File: config.mk
export PLATFORM = sky130hd
export DESIGN_NAME = sacl_front_flat
export DESIGN_NICKNAME = d
export VERILOG_FILES = /design/src/hdl/sacl_pkg.sv /design/src/hdl/sacl_if.sv /design/src/hdl/sacl_front.sv /design/src/flat_wrapper.sv
export SDC_FILE = /design/constraint.sdc
export NUM_CORES = 1
export LEC_CHECK = 0
export BUFFER_PORTS_ARGS = -buffer_cell sky130_fd_sc_hd__clkbuf_2
export CAP_MARGIN = 15
export CORE_MARGIN = 2
export CORE_UTILIZATION = 26
export DETAILED_ROUTE_END_ITERATION = 8
export GPL_TIMING_DRIVEN = 1
export PLACE_DENSITY = 0.46
export SYNTH_ARGS = -nofsm -noshare
export SYNTH_HDL_FRONTEND = slang
export SYNTH_SLANG_ARGS = --single-unit
File: constraint.sdc
create_clock -name clk -period 6.52 [get_ports clk]
set_input_delay 1.304 -clock clk [delete_from_list [all_inputs] [get_ports clk]]
set_output_delay 1.304 -clock clk [all_outputs]
set_load 0.01 [all_outputs]
File: src/hdl/sacl_pkg.sv
`default_nettype none
package sacl_pkg;

  localparam int ADDR_W     = 64;
  localparam int STAMP_W    = 64;
  localparam int CNT_W      = 32;
  localparam int SB_W       = 3;
  localparam int BB_W       = 6;
  localparam int WU_W       = 4;
  localparam int CFG_IDX_W  = 2;
  localparam int CFG_DATA_W = 6;

  localparam int DEF_MAX_SETS = 64;
  localparam int DEF_MAX_WAYS = 8;

  localparam logic [CFG_IDX_W-1:0] CFG_SET_BITS   = 2'd0;
  localparam logic [CFG_IDX_W-1:0] CFG_BLOCK_BITS = 2'd1;
  localparam logic [CFG_IDX_W-1:0] CFG_WAYS_USED  = 2'd2;

endpackage
`default_nettype wire

File: src/hdl/sacl_if.sv
`default_nettype none
interface sacl_in_if import sacl_pkg::*; ();
  logic              valid;
  logic              ready;
  logic [ADDR_W-1:0] address;
  modport source (output valid, output address, input ready);
  modport sink   (input valid, input address, output ready);
endinterface

`default_nettype wire

File: src/hdl/sacl_front.sv
`default_nettype none
module sacl_front import sacl_pkg::*; #(
  parameter int MAX_SETS = DEF_MAX_SETS,
  localparam int SET_W = (MAX_SETS > 1) ? $clog2(MAX_SETS) : 1
) (
  input  wire logic              clk,
  input  wire logic              rst_n,
  sacl_in_if.sink                in_ch,
  input  wire logic [SB_W-1:0]   set_bits,
  input  wire logic [BB_W-1:0]   block_bits,
  output logic                   q_valid,
  input  wire logic              q_ready,
  output logic      [SET_W-1:0]  q_set,
  output logic      [ADDR_W-1:0] q_tag
);

  // largest k with 2^k <= MAX_SETS
  localparam int SB_LIM = $clog2(MAX_SETS + 1) - 1;

  logic [SB_W-1:0]   sb_eff;
  logic [ADDR_W-1:0] shifted;
  logic [SET_W:0]    set_mask;
  logic [SET_W-1:0]  set_c;
  logic [BB_W:0]     tag_sh;
  logic [ADDR_W-1:0] tag_c;

  logic [SET_W-1:0]  q_set_r [2];
  logic [ADDR_W-1:0] q_tag_r [2];
  logic              wr_ptr_r, rd_ptr_r;
  logic [1:0]        cnt_r;
  logic              push, pop;

  always_comb begin
    sb_eff   = (int'(set_bits) > SB_LIM) ? SB_W'(SB_LIM) : set_bits;
    shifted  = in_ch.address >> block_bits;
    set_mask = ({{SET_W{1'b0}}, 1'b1} << sb_eff) - {{SET_W{1'b0}}, 1'b1};
    set_c    = shifted[SET_W-1:0] & set_mask[SET_W-1:0];
    // shift of 64 or more leaves a zero tag
    tag_sh   = {1'b0, block_bits} + {{(BB_W + 1 - SB_W){1'b0}}, sb_eff};
    tag_c    = in_ch.address >> tag_sh;
  end

  assign in_ch.ready = (cnt_r != 2'd2);
  assign push        = in_ch.valid && in_ch.ready;
  assign q_valid     = (cnt_r != 2'd0);
  assign pop         = q_valid && q_ready;
  assign q_set       = q_set_r[rd_ptr_r];
  assign q_tag       = q_tag_r[rd_ptr_r];

  always_ff @(posedge clk) begin
    if (!rst_n) begin
      wr_ptr_r <= 1'b0;
      rd_ptr_r <= 1'b0;
      cnt_r    <= 2'd0;
    end else begin
      if (push) begin
        wr_ptr_r <= ~wr_ptr_r;
      end
      if (pop) begin
        rd_ptr_r <= ~rd_ptr_r;
      end
      if (push && !pop) begin
        cnt_r <= cnt_r + 2'd1;
      end else if (pop && !push) begin
        cnt_r <= cnt_r - 2'd1;
      end
    end
  end

  always_ff @(posedge clk) begin
    if (push) begin
      q_set_r[wr_ptr_r] <= set_c;
      q_tag_r[wr_ptr_r] <= tag_c;
    end
  end

endmodule
`default_nettype wire

File: src/flat_wrapper.sv
// flat-port wrapper written by rule: the top's interface ports become plain ports
module sacl_front_flat import sacl_pkg::*;
#(
  parameter int MAX_SETS = DEF_MAX_SETS,
  localparam int SET_W = (MAX_SETS > 1) ? $clog2(MAX_SETS) : 1
)
  (clk, rst_n, set_bits, block_bits, q_valid, q_ready, q_set, q_tag, in_ch_valid, in_ch_address, in_ch_ready);
  sacl_in_if in_ch_i ();
  input  wire logic clk;
  input  wire logic rst_n;
  input  wire logic [SB_W-1:0] set_bits;
  input  wire logic [BB_W-1:0] block_bits;
  output logic q_valid;
  input  wire logic q_ready;
  output logic      [SET_W-1:0] q_set;
  output logic      [ADDR_W-1:0] q_tag;
  input wire logic [$bits(in_ch_i.valid)-1:0] in_ch_valid;
  input wire logic [$bits(in_ch_i.address)-1:0] in_ch_address;
  output wire logic [$bits(in_ch_i.ready)-1:0] in_ch_ready;
  assign in_ch_i.valid = in_ch_valid;
  assign in_ch_i.address = in_ch_address;
  assign in_ch_ready = in_ch_i.ready;
  sacl_front #(.MAX_SETS(MAX_SETS)) u_core (.clk(clk), .rst_n(rst_n), .in_ch(in_ch_i), .set_bits(set_bits), .block_bits(block_bits), .q_valid(q_valid), .q_ready(q_ready), .q_set(q_set), .q_tag(q_tag));
endmodule
==> summary.txt <==
Timing
  • Pins Over Slew Limit: 0
  • Setup_tns: 0 ns
  • Worst Skew: 0.0170 ns
  • RSZ-0062 raised after global routing: false
  • Tmin final: 5.13 ns
  • Transition time of the tightest slew-check pin: 0.972 ns
  • Peak Freq: 195 MHz
  • Slew headroom: 0.350
  • Hold Vio Cnt, Final: 0
  • Final setup viols: 0
  • Final period util: 0.786
  • Hold Slack: 0.504 ns

Critical path
  • Critical Setup Path Class: in -> reg
  • R2R setup slack: 4.25 ns
  • RR Endpoint: u_core.q_tag_r[0][50]
  • Critical Path Start Type: primary input
  • CP arrival: 5.24 ns
  • Worst path required time: 6.64 ns
  • Worst R2R Path Depth: 4
  • Crit. End Element: flop
  • Reg-to-reg startpoint: u_core.cnt_r[0]
  • Critical path peak fanout: 49

Clocking
  • Max clock buf depth: 2
  • CTS Buf Count: 17
  • Clock-pin slew on the worst setup and hold paths: 0.06 ns
  • H-tree Lvls: 4
  • CTS tree: done
  • Post-CTS Hold Fix Bufs: 0
  • Clock latency at the later pin of the worst-skew pair: 0.44 ns
  • Post-cts sizing count: 0
  • Setup bufs post-CTS: 0
  • CTS Sinks: 145
  • Clock Tree Root: clkbuf_16

Logic synthesis
  • Post-synth ARST share: 0
  • Multiplexer area fraction after synthesis: 0.358
  • Synth Area in Adders: 0.00597
  • Post-Synth Simple-Gate Area: 0.114
  • Xor and xnor area share after synthesis: 0.0101
  • Largest family of logic cells by synthesized area: multiplexers
  • Seq/Total Area, Yosys: 0.367
  • Mapped Area: 11700 um2
  • Yosys warnings: 0
  • Most used DFF post-synth: edfxtp_1
  • Synth Area in Compound Gates: 0.105
  • Number of synthesized flops with an enable pin: 140
  • Syn nets: 1152
  • Flops & latches, synth: 145
  • Synthesized netlist cell count: 1070
  • Syn Area/Cell: 11.0 um2
  • Synth unique cells: 62

Hold path
  • Worst hold path endpoint: u_core.cnt_r[1]
  • Worst hold path depth: 2
  • Worst min path class: reg -> reg
  • Min-delay src: u_core.cnt_r[1]

Placement
  • Port buffer count: 148
  • HPWL Detailed: 33800 um
  • GP Congestion: 0.941
  • Dpl cell area: 13200 um2
  • DP Cell Count: 1752

Final layout
  • Footprint of the multi-input gates: 7020 um2
  • Final cell count without fillers: 1782
  • Area grow syn2layout: 17.1%
  • Layout Nets: 1261
  • Finished layout cell area: 13700 um2
  • Reg area: 4310 um2
  • Fillers: 4545
  • Antenna diodes: 0
  • Share of layout cells above drive strength 1: 0.316

Drt
  • Initial DRC count: 987
  • DRT Pass-1 Iters: 5
  • Detailed-route via count: 9807
  • Routed len/inst: 24.8 um
  • Final WL: 44100 um
  • Vias per cell: 5.50
  • Post-route DRC: 0
  • Routed Antenna Nets: 0

Floorplanning
  • Num rows: 77
  • Die Y: 216 um
  • Die ar.: 46900 um2
  • Initial Util: 0.264
  • Die Wd: 216 um
  • IO Pins: 149
  • Core region area: 44400 um2

Global route
  • Largest net degree at the start of global routing: 65
  • Overflow after GRT: 0
  • Vias in the first global route: 9639
  • First-pass GRT wire length: 64500 um
  • Initial antenna violation count: 0
  • All-Layer GR Usage: 0.186

Power
  • Power Density: 307 nW/um2
  • VDD IR-drop max: 0.188 mV
  • P_leak: 5.30 nW

Run
  • Maxcap violations: 0

Status
  • Status: finished clean
## worst max path at each step
stage	startpoint	to	slack (ns)	cells after the start
after floorplan	in_ch_valid	u_core.q_set_r[0][0]	1.69	2
final	set_bits[2]	u_core.q_tag_r[1][13]	1.39	13
after CTS	set_bits[2]	u_core.q_tag_r[1][22]	1.45	12
after global routing	set_bits[2]	u_core.q_tag_r[1][22]	1.30	12
after detailed placement	set_bits[2]	u_core.q_tag_r[0][22]	0.99	12
after global placement	set_bits[2]	u_core.q_tag_r[0][22]	1.0	12
## routing by layer
metal  track usage  routed length, um  share of wire
met3        0.0403               2980          0.068
met2         0.293              20500           0.46
met1         0.255              19700           0.45
met5             0                  0              0
met4        0.0534                935          0.021
## area by class of cell
type                            count  share of cell area
Multi-Input combinational cell    824               0.511
Sequential cell                   145               0.314
Timing Repair Buffer              182              0.0763
Tap cell                          592              0.0539
Clock buffer                       18              0.0312
Clock inverter                     12              0.0117
Inverter                            9             0.00246
## sequential cells by signal, indices dropped and copies added (netlist names), named ones only
signal and cells:
u_core.cnt_r 2, u_core.q_tag_r 128, u_core.q_set_r 12, u_core.wr_ptr_r 1, u_core.rd_ptr_r 1
## cells by family (layout without fill, tap and decap cells)
family / after synthesis / count (layout)
AOI/OAI and AO/OA: 175 / 175
xor gates and xnor gates: 11 / 11
adders and majority gates: 5 / 5
buffers and inverters: 101 / 221
DFF: 145 / 145
muxes: 328 / 328
and+or+nand+nor: 305 / 305
## through the flow
stage	power (mW)	util	setup slack [ns]
3_3_place_gp	3.25	0.296	0.998
5_1_grt	4.44	0.309	1.30
4_1_cts	4.27	0.309	1.45
6_report	4.22	0.309	1.39
3_5_place_dp	3.25	0.296	0.985
2_1_floorplan	2.52	-	1.69
## synth_stat cells, types with 4 or more instances
library cell	instances	area, um2
o21ai_1	7	35.0
inv_1	6	22.5
a2111oi_0	7	61.3
buf_1	10	37.5
a32oi_1	6	52.6
mux2i_1	180	1800
clkbuf_1	41	154
nand2b_1	6	37.5
ha_1	4	50.1
and2_1	11	68.8
buf_4	12	90.1
nand3_1	32	160
and3_1	9	56.3
dfxtp_1	5	100
o221ai_1	17	149
or3_1	5	31.3
mux4_2	65	1460
a22oi_1	12	90.1
a21oi_1	26	130
nor3_1	27	135
mux2_2	83	935
o311ai_0	4	35.0
buf_2	26	130
nand4_1	6	37.5
nor2_1	88	330
o211ai_1	17	128
xnor2_1	5	43.8
o21ai_0	33	165
edfxtp_1	140	4200
nand2_1	115	432
a211oi_1	12	90.1
## cell usage in the layout (no fill, tap or decap), types with 17 or more instances in the layout
cell / count
o221ai_1: 17
nor3_1: 27
o211ai_1: 17
nor2_1: 87
a21oi_1: 26
mux2i_1: 180
o21ai_0: 32
mux2_2: 83
clkbuf_16: 17
clkbuf_2: 147
mux4_2: 65
nand2_1: 115
buf_4: 31
nand3_1: 32
edfxtp_1: 140
## worst max-delay path, cell delays in order
cell      delay [ns]
clkbuf_2        0.17
nand2_1         0.13
and2_1          0.15
ha_2            0.19
inv_1           0.06
fa_4            0.98
buf_12          0.33
mux2i_1         0.34
mux2i_1         0.18
mux2i_1         0.44
nor2_1          0.07
o21ai_0         0.55
o221ai_1        0.32
## power by group
part	total, mW	internal, mW	switching, mW
Sequential	1.30	1.25	0.0529
Clock	0.999	0.600	0.399
Combinational	1.91	0.741	1.17
Total	4.22	2.59	1.63
Power figures use the tool's default switching activity.
